### src/rtl/mesp_pkg.sv
`timescale 1ns / 1ps
// ----------------------------------------------------------------------------
// mesp_pkg - shared types and constants of the music event stream parser
// Parse phases, event kinds, header op codes, controller maps and the
// result record that travels from the parser to the output register.
// ----------------------------------------------------------------------------
package mesp_pkg;

	typedef enum logic [1:0] {
		PH_HEADER = 2'd0,
		PH_FIRST  = 2'd1,
		PH_SECOND = 2'd2,
		PH_DELAY  = 2'd3
	} phase_t;

	typedef enum logic [2:0] {
		KIND_RELEASE = 3'd0,
		KIND_PLAY    = 3'd1,
		KIND_BEND    = 3'd2,
		KIND_CTRL    = 3'd3,
		KIND_PROGRAM = 3'd4,
		KIND_LOOP    = 3'd5,
		KIND_IGNORED = 3'd6
	} kind_t;

	// header op field
	localparam logic [2:0] OP_RELEASE = 3'd0;
	localparam logic [2:0] OP_PLAY    = 3'd1;
	localparam logic [2:0] OP_BEND    = 3'd2;
	localparam logic [2:0] OP_SYSTEM  = 3'd3;
	localparam logic [2:0] OP_CTRL    = 3'd4;
	localparam logic [2:0] OP_SKIP5   = 3'd5;
	localparam logic [2:0] OP_SKIP6   = 3'd6;

	localparam logic [7:0] SYS_FIRST  = 8'd10;
	localparam logic [7:0] SYS_LAST   = 8'd14;
	localparam logic [7:0] CTRL_PROG  = 8'd0;
	localparam logic [7:0] CTRL_LAST  = 8'd9;
	localparam logic [7:0] SYS_VALUE  = 8'd1;

	localparam int         DELAY_FIELD_W   = 28;
	localparam logic [27:0] DELAY_FIELD_MAX = 28'hFFF_FFFF;
	localparam logic [27:0] LOOP_DELAY      = 28'd1;

	typedef struct packed {
		kind_t       kind;
		logic [3:0]  channel;
		logic [7:0]  key;
		logic [7:0]  value;
		logic [27:0] delay;
	} result_t;

	function automatic logic [7:0] sys_ctrl_map(input logic [7:0] d0);
		logic [7:0] num;
		case (d0)
			8'd10:   num = 8'd120;
			8'd11:   num = 8'd123;
			8'd12:   num = 8'd126;
			8'd13:   num = 8'd127;
			8'd14:   num = 8'd121;
			default: num = 8'd0;
		endcase
		return num;
	endfunction

	function automatic logic [7:0] ctrl_map(input logic [7:0] d0);
		logic [7:0] num;
		case (d0)
			8'd1:    num = 8'd0;
			8'd2:    num = 8'd1;
			8'd3:    num = 8'd7;
			8'd4:    num = 8'd10;
			8'd5:    num = 8'd11;
			8'd6:    num = 8'd91;
			8'd7:    num = 8'd93;
			8'd8:    num = 8'd64;
			8'd9:    num = 8'd67;
			default: num = 8'd0;
		endcase
		return num;
	endfunction

	// maps a complete event to its result; delay is filled in by the caller
	function automatic result_t decode_event(input logic [7:0] header,
		input logic [7:0] d0, input logic [7:0] d1);
		result_t    r;
		logic [2:0] op;
		r         = '0;
		r.kind    = KIND_IGNORED;
		op        = header[6:4];
		r.channel = header[3:0];
		case (op)
			OP_RELEASE: begin
				r.kind = KIND_RELEASE;
				r.key  = d0;
			end
			OP_PLAY: begin
				r.kind  = KIND_PLAY;
				r.key   = {1'b0, d0[6:0]};
				r.value = d1;
			end
			OP_BEND: begin
				r.kind = KIND_BEND;
				r.key  = d0;
			end
			OP_SYSTEM: begin
				if (d0 >= SYS_FIRST && d0 <= SYS_LAST) begin
					r.kind  = KIND_CTRL;
					r.key   = sys_ctrl_map(d0);
					r.value = SYS_VALUE;
				end
			end
			OP_CTRL: begin
				if (d0 == CTRL_PROG) begin
					r.kind  = KIND_PROGRAM;
					r.value = d1;
				end else if (d0 <= CTRL_LAST) begin
					r.kind  = KIND_CTRL;
					r.key   = ctrl_map(d0);
					r.value = d1;
				end
			end
			default: ;
		endcase
		return r;
	endfunction

endpackage

### src/rtl/mesp_parser.sv
`timescale 1ns / 1ps
// ----------------------------------------------------------------------------
// mesp_parser - byte-level event parser
// Holds the parse phase, the event bytes, the shared velocity and the delay
// accumulator; builds an event's result, or a loop marker, on the byte that ends it.
// ----------------------------------------------------------------------------
module mesp_parser #(
	parameter int DELAY_BITS = 28
) (
	input  logic              clk,
	input  logic              arst_n,
	input  logic              take,
	input  logic [7:0]        data_s1,
	input  logic              last_s1,
	output logic              emit,
	output mesp_pkg::result_t result
);

	localparam int WIDE_W = (DELAY_BITS > mesp_pkg::DELAY_FIELD_W) ?
		DELAY_BITS : mesp_pkg::DELAY_FIELD_W;

	mesp_pkg::phase_t phase_q, phase_d;
	logic [7:0]            header_q, header_d;
	logic [7:0]            first_q, first_d;
	logic [7:0]            second_q, second_d;
	logic [7:0]            velocity_q, velocity_d;
	logic [DELAY_BITS-1:0] acc_q, acc_d, acc_step;
	logic [DELAY_BITS+6:0] acc_shift;
	logic [WIDE_W-1:0]     acc_wide;
	logic [2:0]            op;
	logic                  needs_second;
	logic                  done;
	logic                  acc_sat;

	assign op           = header_q[6:4];
	assign needs_second = (op == mesp_pkg::OP_PLAY && data_s1[7]) ||
		op == mesp_pkg::OP_CTRL || op == mesp_pkg::OP_SKIP5 ||
		op == mesp_pkg::OP_SKIP6;
	assign acc_shift    = {acc_q, data_s1[6:0]};
	// the next group would push bits out of the top
	assign acc_sat      = |acc_q[DELAY_BITS-1 -: 7];

	// next phase
	always_comb begin
		phase_d = phase_q;
		case (phase_q)
			mesp_pkg::PH_FIRST: begin
				if (needs_second)
					phase_d = mesp_pkg::PH_SECOND;
				else if (header_q[7])
					phase_d = mesp_pkg::PH_DELAY;
				else
					phase_d = mesp_pkg::PH_HEADER;
			end
			mesp_pkg::PH_SECOND: begin
				phase_d = header_q[7] ? mesp_pkg::PH_DELAY : mesp_pkg::PH_HEADER;
			end
			mesp_pkg::PH_DELAY: begin
				phase_d = data_s1[7] ? mesp_pkg::PH_DELAY : mesp_pkg::PH_HEADER;
			end
			default: phase_d = mesp_pkg::PH_FIRST;
		endcase
		if (last_s1)
			phase_d = mesp_pkg::PH_HEADER;
	end

	// data path and completion
	always_comb begin
		header_d   = header_q;
		first_d    = first_q;
		second_d   = second_q;
		velocity_d = velocity_q;
		acc_step   = acc_q;
		done       = 1'b0;
		case (phase_q)
			mesp_pkg::PH_FIRST: begin
				first_d = data_s1;
				if (!needs_second) begin
					second_d = (op == mesp_pkg::OP_PLAY) ? velocity_q : 8'd0;
					done     = !header_q[7];
				end
			end
			mesp_pkg::PH_SECOND: begin
				second_d = data_s1;
				if (op == mesp_pkg::OP_PLAY)
					velocity_d = data_s1;
				done = !header_q[7];
			end
			mesp_pkg::PH_DELAY: begin
				acc_step = acc_sat ? '1 : acc_shift[DELAY_BITS-1:0];
				done     = !data_s1[7];
			end
			default: begin
				header_d = data_s1;
				acc_step = '0;
			end
		endcase
		acc_d = (done || last_s1) ? '0 : acc_step;
	end

	assign emit     = take && (done || last_s1);
	assign acc_wide = WIDE_W'(acc_step);

	always_comb begin
		result = mesp_pkg::decode_event(header_d, first_d, second_d);
		result.delay = (acc_wide > WIDE_W'(mesp_pkg::DELAY_FIELD_MAX)) ?
			mesp_pkg::DELAY_FIELD_MAX : acc_wide[mesp_pkg::DELAY_FIELD_W-1:0];
		if (last_s1) begin
			result       = '0;
			result.kind  = mesp_pkg::KIND_LOOP;
			result.delay = mesp_pkg::LOOP_DELAY;
		end
	end

	always_ff @(posedge clk or negedge arst_n) begin
		if (!arst_n) begin
			phase_q    <= mesp_pkg::PH_HEADER;
			header_q   <= '0;
			first_q    <= '0;
			second_q   <= '0;
			velocity_q <= '0;
			acc_q      <= '0;
		end else if (take) begin
			phase_q    <= phase_d;
			header_q   <= header_d;
			first_q    <= first_d;
			second_q   <= second_d;
			velocity_q <= velocity_d;
			acc_q      <= acc_d;
		end
	end

	a_last_restarts: assert property (@(posedge clk) disable iff (!arst_n)
		take && last_s1 |=> phase_q == mesp_pkg::PH_HEADER && acc_q == '0)
		else $error("song end did not restart parsing");

	a_header_to_first: assert property (@(posedge clk) disable iff (!arst_n)
		take && !last_s1 && phase_q == mesp_pkg::PH_HEADER
		|=> phase_q == mesp_pkg::PH_FIRST)
		else $error("header beat did not move to first data");

	a_header_no_event: assert property (@(posedge clk) disable iff (!arst_n)
		take && !last_s1 && phase_q == mesp_pkg::PH_HEADER |-> !emit)
		else $error("header beat completed an event");

endmodule

### src/rtl/mesp_out_reg.sv
`timescale 1ns / 1ps
// ----------------------------------------------------------------------------
// mesp_out_reg - result register
// Holds one finished result until the output beat is taken.
// ----------------------------------------------------------------------------
module mesp_out_reg (
	input  logic              clk,
	input  logic              arst_n,
	input  logic              load,
	input  mesp_pkg::result_t load_data,
	output logic              space,
	output logic              out_valid,
	input  logic              out_ready,
	output mesp_pkg::result_t data_q
);

	logic valid_q;

	assign space     = !valid_q || out_ready;
	assign out_valid = valid_q;

	always_ff @(posedge clk or negedge arst_n) begin
		if (!arst_n) begin
			valid_q <= 1'b0;
		end else if (space) begin
			valid_q <= load;
		end
	end

	always_ff @(posedge clk) begin
		if (space && load)
			data_q <= load_data;
	end

endmodule

### src/rtl/mus_event_stream_parser.sv
`timescale 1ns / 1ps
// ----------------------------------------------------------------------------
// mus_event_stream_parser - music score event parser
// Turns a score byte stream into note, bend, controller and program events.
// ----------------------------------------------------------------------------
// One score byte is taken per clock while in_ready is high. A byte passes an
// input register, the parser decides from that register whether the byte ends
// an event, and a finished event sits in the output register. Sustained rate
// is one byte per cycle while out_ready is high; a held result stalls the
// parser, and in_ready drops only when the input register is also full.
// delay_ticks saturates at 2^DELAY_BITS - 1 and never exceeds the 28-bit
// field; a byte flagged last_byte ends the current event and yields a loop
// marker instead.
// ----------------------------------------------------------------------------
module mus_event_stream_parser #(
	parameter int DELAY_BITS = 28
) (
	input  logic        clk,
	input  logic        arst_n,
	input  logic        in_valid,
	output logic        in_ready,
	input  logic [7:0]  data_byte,
	input  logic        last_byte,
	output logic        out_valid,
	input  logic        out_ready,
	output logic [2:0]  event_kind,
	output logic [3:0]  channel,
	output logic [7:0]  key,
	output logic [7:0]  value,
	output logic [27:0] delay_ticks
);

	logic              valid_s1;
	logic [7:0]        data_s1;
	logic              last_s1;
	logic              space;
	logic              take;
	logic              emit;
	mesp_pkg::result_t result;
	mesp_pkg::result_t out_q;

	assign take     = valid_s1 && space;
	assign in_ready = !valid_s1 || space;

	always_ff @(posedge clk or negedge arst_n) begin
		if (!arst_n) begin
			valid_s1 <= 1'b0;
		end else if (in_ready) begin
			valid_s1 <= in_valid;
		end
	end

	always_ff @(posedge clk) begin
		if (in_valid && in_ready) begin
			data_s1 <= data_byte;
			last_s1 <= last_byte;
		end
	end

	mesp_parser #(
		.DELAY_BITS(DELAY_BITS)
	) u_parser (
		.clk     (clk),
		.arst_n  (arst_n),
		.take    (take),
		.data_s1 (data_s1),
		.last_s1 (last_s1),
		.emit    (emit),
		.result  (result)
	);

	mesp_out_reg u_out_reg (
		.clk       (clk),
		.arst_n    (arst_n),
		.load      (emit),
		.load_data (result),
		.space     (space),
		.out_valid (out_valid),
		.out_ready (out_ready),
		.data_q    (out_q)
	);

	assign event_kind  = out_q.kind;
	assign channel     = out_q.channel;
	assign key         = out_q.key;
	assign value       = out_q.value;
	assign delay_ticks = out_q.delay;

endmodule

### config.mk
export PLATFORM = sky130hd
export DESIGN_NAME = mus_event_stream_parser
export DESIGN_NICKNAME = d
export VERILOG_FILES = /design/src/rtl/mesp_pkg.sv /design/src/rtl/mesp_parser.sv /design/src/rtl/mesp_out_reg.sv /design/src/rtl/mus_event_stream_parser.sv
export SDC_FILE = /design/constraint.sdc
export NUM_CORES = 1
export LEC_CHECK = 0
export BUFFER_PORTS_ARGS = -buffer_cell sky130_fd_sc_hd__buf_4
export CELL_PAD_IN_SITES_DETAIL_PLACEMENT = 1
export CELL_PAD_IN_SITES_GLOBAL_PLACEMENT = 1
export CORE_MARGIN = 2
export CORE_UTILIZATION = 42
export CTS_CLUSTER_SIZE = 16
export DETAILED_ROUTE_END_ITERATION = 6
export PLACE_DENSITY_LB_ADDON = 0.2
export RECOVER_POWER = 100
export SETUP_SLACK_MARGIN = 0.4
export SLEW_MARGIN = 25
export SYNTH_ARGS = -nofsm -noshare
export SYNTH_HDL_FRONTEND = slang
export SYNTH_SLANG_ARGS = --single-unit
### constraint.sdc
create_clock -name clk -period 3.91 [get_ports clk]
set_input_delay 0.5865 -clock clk [delete_from_list [all_inputs] [get_ports clk]]
set_output_delay 0.5865 -clock clk [all_outputs]
set_load 0.1 [all_outputs]
## Word-level counts from Yosys, hierarchy flattened

Memories as Yosys holds them, arrays and structs flattened.
Index checks and enable logic that the tools add are counted.

| storage, ports and cells | value |
|---|---|
| bits in registers | 124 |
| memory bits (read-only) | 96 |
| bits of input ports | 13 |
| output and inout port bits | 53 |
| logic and storage cells | 93 |
| memories | 1 |

| cells by class | value |
|---|---|
| order comparisons | 4 |
| eq/ne operators | 16 |
| mux-type cells | 28 |
| bitwise operators | 1 |
| reduce and logical (&&, ||, !) cells | 26 |

Memory list:

| name | depth | bits a word | read ports | clocked after Yosys merged registers in | wr ports | line | source |
|---|---|---|---|---|---|---|---|
| (name not given) | 16 | 6 | 1 | 0 | 0 | mesp_pkg.sv:68 | `case (d0)` |

Operators by type and width:

| kind | count |
|---|---|
| 28-bit two-way mux | 3 |
| 28-bit case mux with 2 select lines | 1 |
| 8-bit two-way mux | 6 |
| 8-bit by 4-bit == test with 1-bit output, second input constant | 5 |
| 7-bit case mux with 5 select lines | 1 |
| 8-bit case mux with 4 select lines | 1 |
| 28-bit greater-than comparator, second input constant | 1 |
| 8-bit case mux with 3 select lines | 1 |
| 8-bit by 4-bit less-or-equal comparator with 1-bit output, second input constant | 2 |
| 16-bit two-way mux | 1 |
| 8-bit case mux with 2 select lines | 1 |
| 15-bit two-way mux | 1 |
| 3-bit case mux with 5 select lines | 1 |
| 3-bit == test, second input constant | 4 |
| 3-bit two-way mux | 3 |
| 8-bit by 4-bit >= comparator with 1-bit output, second input constant | 1 |
| 8-bit logical NOT | 1 |
| 2-bit two-way mux | 4 |
| 7-bit two-way mux | 1 |
| 7-bit OR reduction | 1 |
| 3-bit by 1-bit == test with 1-bit output, second input constant | 2 |
| 3-bit by 2-bit == test with 1-bit output, second input constant | 2 |
| 1-bit logical AND | 6 |
| 1-bit logical OR | 6 |
| other kinds (13) | 19 |

## Depth between registers and ports, before layout

| logic depth | value |
|---|---|
| depth in word-level cells | 10 |
| gate-level depth with buffers | 9 |
| gate-level depth less buffers | 7 |

## By module

Synthesis repeated with hierarchy kept, for this count alone.

| second synthesis, totals | value |
|---|---|
| cell total of the unflattened synthesis | 532 |
| area, all modules | 5,960.7 um2 |

By module, submodules not included:

| module | instances | cells each | area an instance (um2) | sequential area each (um2) |
|---|---|---|---|---|
| mesp_parser | 1 | 463 | 4,045.1 | 1,551.5 |
| mesp_out_reg | 1 | 55 | 1,585.3 | 1,556.5 |
| mus_event_stream_parser | 1 | 14 | 330.3 | 295.3 |

## Worst setup path after synthesis

Ideal clock, no wire load.

| path | value |
|---|---|
| path type | flip-flop to flip-flop |
| from | register u_out_reg.valid_q, in the netlist u_out_reg.out_valid |
| to | register u_out_reg.data_q[0] (netlist bit), enable pin |
| setup time | 460 ps |
| arrival time | 3,677 ps |
| required time | 3,450 ps |
| slack | -227 ps |
| stages on the path, launching flop included | 6 |
| buffers on the path | 2 |
| period minus slack after synthesis | 4,137 ps |
| cells stage by stage | dfrtp_1 nand2b_1 nand2_1 buf_1 clkbuf_1 nor2_1 |

| between the ends | value |
|---|---|
| longest elaborated chain between the ends | 5 |

RTL lines:

| item | line | source |
|---|---|---|
| start, declared | mesp_out_reg.sv:17 | `logic valid_q;` |
| start signal, assigned | mesp_out_reg.sv:26 | `valid_q <= load;` |
| 1-bit logical NOT * | mesp_out_reg.sv:19 | `assign space = !valid_q \|\| out_ready;` |
| 1-bit logical OR * | mesp_out_reg.sv:19 |  |
| 1-bit logical AND | mus_event_stream_parser.sv:42 | `assign take = valid_s1 && space;` |
| 1-bit logical AND | mesp_parser.sv:101 | `assign emit = take && (done \|\| last_s1);` |
| 1-bit logical AND * | mesp_out_reg.sv:31 | `if (space && load)` |
| end signal, assigned | mesp_out_reg.sv:32 | `data_q <= load_data;` |
| end, declared | mesp_out_reg.sv:14 | `output mesp_pkg::result_t data_q` |

Every way passes the cells marked *; elsewhere a longest branch is shown, timed or not.
A chain may end at the register's enable or synchronous reset.

## Worst setup path after layout

| path | value |
|---|---|
| from | register u_parser.phase_q[0] |
| to | register u_parser.acc_q[11] |

| between the ends | value |
|---|---|
| longest elaborated chain between the ends | 4 |
| elaborated cells on any way between the ends | 8 |
| those cells by class | 3 x eq/ne; 3 x mux; 2 x reduce/logical |

RTL lines:

| item | line | source |
|---|---|---|
| start, declared | mesp_parser.sv:22 | `mesp_pkg::phase_t phase_q, phase_d;` |
| start signal, assigned | mesp_parser.sv:117 | `phase_q <= mesp_pkg::PH_HEADER;` |
| start signal, assigned | mesp_parser.sv:124 | `phase_q <= phase_d;` |
| 2-bit by 1-bit == test with 1-bit output or 2-bit == test (tied branches) | mesp_parser.sv:75 | `case (phase_q)` |
| 2-bit OR reduction (no line) or 1-bit case mux with 3 select lines (tied branches) | - |  |
| 28-bit case mux with 2 select lines or 1-bit logical OR (tied branches) | mesp_parser.sv:75, mesp_parser.sv:98 |  |
| 28-bit two-way mux * | mesp_parser.sv:98 | `acc_d = (done \|\| last_s1) ? '0 : acc_step;` |
| end signal, assigned | mesp_parser.sv:122 | `acc_q <= '0;` |
| end signal, assigned | mesp_parser.sv:129 | `acc_q <= acc_d;` |
| end, declared | mesp_parser.sv:27 | `logic [DELAY_BITS-1:0] acc_q, acc_d, acc_step;` |

Marked as above.

==> run_results.csv <==
group,metric,value,unit
setup_path,cp.required,4.22,ns
clock_tree,cts_hold_buf,0,
route,vias,4153,
clock_tree,cts_tree,"yes",
route,routed.top_layer,"met4",
timing,setup_viol,0,
global_route,grt_first_pass_wirelength,23400,um
route,wl_met1,6050,um
power,power_frac_seq,38.0,%
setup_path,crit_family,"simple AND/OR/NAND/NOR gates",
die,rows,42,
route,drt_iter0_drc,231,
clock_tree,clock_latency,0.42,ns
setup_path,worstPathArrival,3.55,ns
setup_path,crit_buf_inv,1,
global_route,gr-total-overflow,0,
die,io_pins,66,
route,final_antenna_net_count,0,
route,first_pass_iters,5,
synth,yosys.area.top_type_share,32.3,%
place,port_buffers,65,
timing,tightest_slew,1.80,ns
route,wirelength,14200,um
setup_path,cp_cell_sequence,"inv_1 -> ha_1 -> or2_0 -> a21oi_1 -> a22o_1",
place,hpwl,8920,um
power,pwr-share-clk,33.8,%
clock_tree,clock_path_buffers,2,
clock_tree,ctsResizeCount,0,
setup_path,cp-end-kind,"register",
route,wl_met3,513,um
power,pwr-share-comb,28.2,%
synth,yosysSeqAreaShare,60.9,%
final_layout,fillers,1410,
synth,avgSynthCellArea,11.8,um2
synth,synth_area,0.00559,mm2
synth,synth_edf_count,60,
global_route,grt_util_all_layers,21.4,%
power,peakVddDrop,0.306,mV
global_route,antenna_found_initial,0,
route,wl_per_cell,19.6,um
power,switching_share,36.6,%
final_layout,num_antenna_cells,0,
timing,hold_violations,0,
timing,slew_violations,95,
clock_tree,cts_setup_buffers,0,
global_route,grt_pass1_vias,4383,
clock_tree,cts_inserted_buffers,17,
setup_path,crit_fanout,29,
synth,ys_ff_latch,124,
clock_tree,htree_levels,4,
synth,postSynth.asyncResetShare,51.6,%
timing,totalNegativeSetupSlack,0,ns
synth,synthCells,475,
route,via_per_inst,5.74,
die,die_x,119,um
timing,rsz0062_at_grt,"false",
final_layout,syn2layout_area_growth,17.5,%
setup_path,worst_path_max_delay_cell,"or2_0",
die,core_region_area,0.0131,mm2
power,p_per_area,670,mW/mm2
route,drt_drc_violations_left,0,
synth,syn_nets,492,
power,total_leakage_power,2.44,nW
final_layout,final_nets,552,
place,place_area,0.00624,mm2
setup_path,crit_type,"register to register",
clock_tree,cts_num_sinks,124,
die,die_h,119,um
final_layout,design_area,0.00656,mm2
clock_tree,clkTransAtPathRegs,0.06,ns
place,place_congestion,0.873,
final_layout,multi_input_area,0.00203,mm2
flow_run,maxCapViolCount,2,
timing,slew_headroom,-19.8,%
die,start_util,42.5,%
setup_path,crit_path_start_kind,"register",
synth,synthFlopType,"dfrtp_1",
final_layout,drive_gt1_share,13.1,%
final_layout,seqCellArea,0.00340,mm2
min_path,hp-class,"primary input to register",
clock_tree,cts_root_buffer,"clkbuf_16",
synth,synth_warnings,0,
status,status,"complete, but fails checks",
synth,yosysTopAreaCell,"edfxtp_1",
global_route,grt_max_degree,68,
timing,fin_worst_skew,0.00657,ns
timing,post-route-min-period,3.24,ns
timing,min_period_over_period,82.9,%
power,p_sw,1.61,mW
power,p_int,2.79,mW
synth,synth_area_leaders,"edfxtp_1 (32%), dfrtp_1 (29%), mux2_2 (4.6%)",
synth,ys_types,48,
setup_path,slowest_delay,1.40,ns
timing,fmax,308,MHz
status,violations,"capacitance limit, slew limit",
die,die_area,0.0142,mm2
route,wl_met2,7270,um
[power groups by stage]
| stage | registers, mW | clock network [mW] | logic [mW] |
|---|---|---|---|
| finish | 1.67 | 1.49 | 1.24 |
| global route | 1.69 | 1.56 | 1.34 |
| CTS | 1.67 | 1.51 | 1.31 |
| detailed placement | 1.70 | 0 | 1.30 |
| global placement | 1.69 | 0 | 1.27 |
| floorplan | 1.99 | 0 | 0.672 |
[sequential cells by signal (all words and copies together), names as in the netlist]
name,flops
last_s1,1
data_s1,8
valid_s1,1
u_parser.header_q,8
u_parser.velocity_q,8
u_parser.first_q,8
u_out_reg.out_valid,1
u_parser.acc_q,28
u_out_reg.data_q,51
u_parser.second_q,8
u_parser.phase_q,2
[stage by stage]
stage / utilization (%) / hold slack [ns] / power (mW) / std cells / worst slack [ns]
after floorplan: - / 0.291 / 2.66 / 475 / 0.621
after global placement: 47.5 / 0.466 / 2.96 / 692 / 0.947
after detailed placement: 47.5 / 0.476 / 3.00 / 692 / 0.789
after CTS: 51.8 / 0.313 / 4.49 / 724 / 0.772
after global routing: 50.0 / 0.354 / 4.59 / 724 / 0.354
final: 50.0 / 0.367 / 4.39 / 724 / 0.667
[logic make-up (layout without fill, tap and decap cells)]
family | Yosys count | after routing | share of synthesized area, %
simple gates | 118 | 118 | 9.88
buf+inv | 34 | 107 | 2.44
compound gates | 158 | 158 | 18.7
xor+xnor | 1 | 1 | 0.157
fa+ha+maj | 4 | 4 | 0.896
mux | 36 | 36 | 6.97
flops | 124 | 124 | 60.9
[cell usage after synthesis (2+ instances only)]
cell type	number
nand2b_1	6
a21oi_1	37
o21ai_0	50
nor2_1	21
inv_1	3
and2_1	3
a21o_1	3
a22oi_1	10
mux2_2	23
mux2i_1	13
edfxtp_1	60
o32ai_1	2
nor2b_1	2
buf_1	3
a32oi_1	2
o31ai_1	3
ha_1	4
a32o_1	8
buf_2	7
clkbuf_1	21
nand3b_1	2
a22o_1	27
a221oi_1	2
nor3_1	4
nand3_1	6
nand2_1	63
dfrtp_1	64
nand4_1	2
o21bai_1	3
a31oi_1	3
[worst paths after layout]
kind                                      start  depth (start not counted)  slack (ns)                   end
hold / removal                     data_byte[1]                          1        0.37            data_s1[1]
setup / recovery            u_parser.phase_q[0]                          5        0.67    u_parser.acc_q[11]
max in group asynchronous                arst_n                          1        2.30  u_parser.second_q[7]
hold reg to reg            u_parser.second_q[7]                          2        0.49  u_parser.second_q[7]
setup reg to reg            u_parser.phase_q[0]                          5        0.67    u_parser.acc_q[11]
min in group asynchronous                arst_n                          1        0.61     u_parser.acc_q[8]
[routing by layer]
metal / vias to the layer above / GRT usage (%)
li1: 1900 / -
met1: 2129 / 26.8
met2: 97 / 35.3
met3: 27 / 4.65
met4: 0 / 10.5
met5: - / 0
[area by class of cell]
class	instances	share of cell area [%]
inverters	3	0.172
flip-flops and latches	124	51.9
multi-input cells	317	30.9
clock inverters	14	1.96
repair buffers	72	5.24
clock buffers	18	6.54
well taps	176	3.36
[layout by cell type, fill, tap and decap left out, types with 17 or more instances in the layout]
cell,Yosys,layout
nor2_1,21,20
mux2_2,23,23
dfrtp_1,64,64
o21ai_0,50,50
clkbuf_1,21,56
clkbuf_16,0,17
nand2_1,63,62
a21oi_1,37,38
edfxtp_1,60,60
a22o_1,27,27
[worst reg2reg max path: stages, from the launching register on]
cell	delay, ns
dfrtp_1	0.41
inv_1	0.10
ha_1	0.65
or2_0	1.40
a21oi_1	0.26
a22o_1	0.31
No activity file was read; power rests on OpenSTA's default activity.
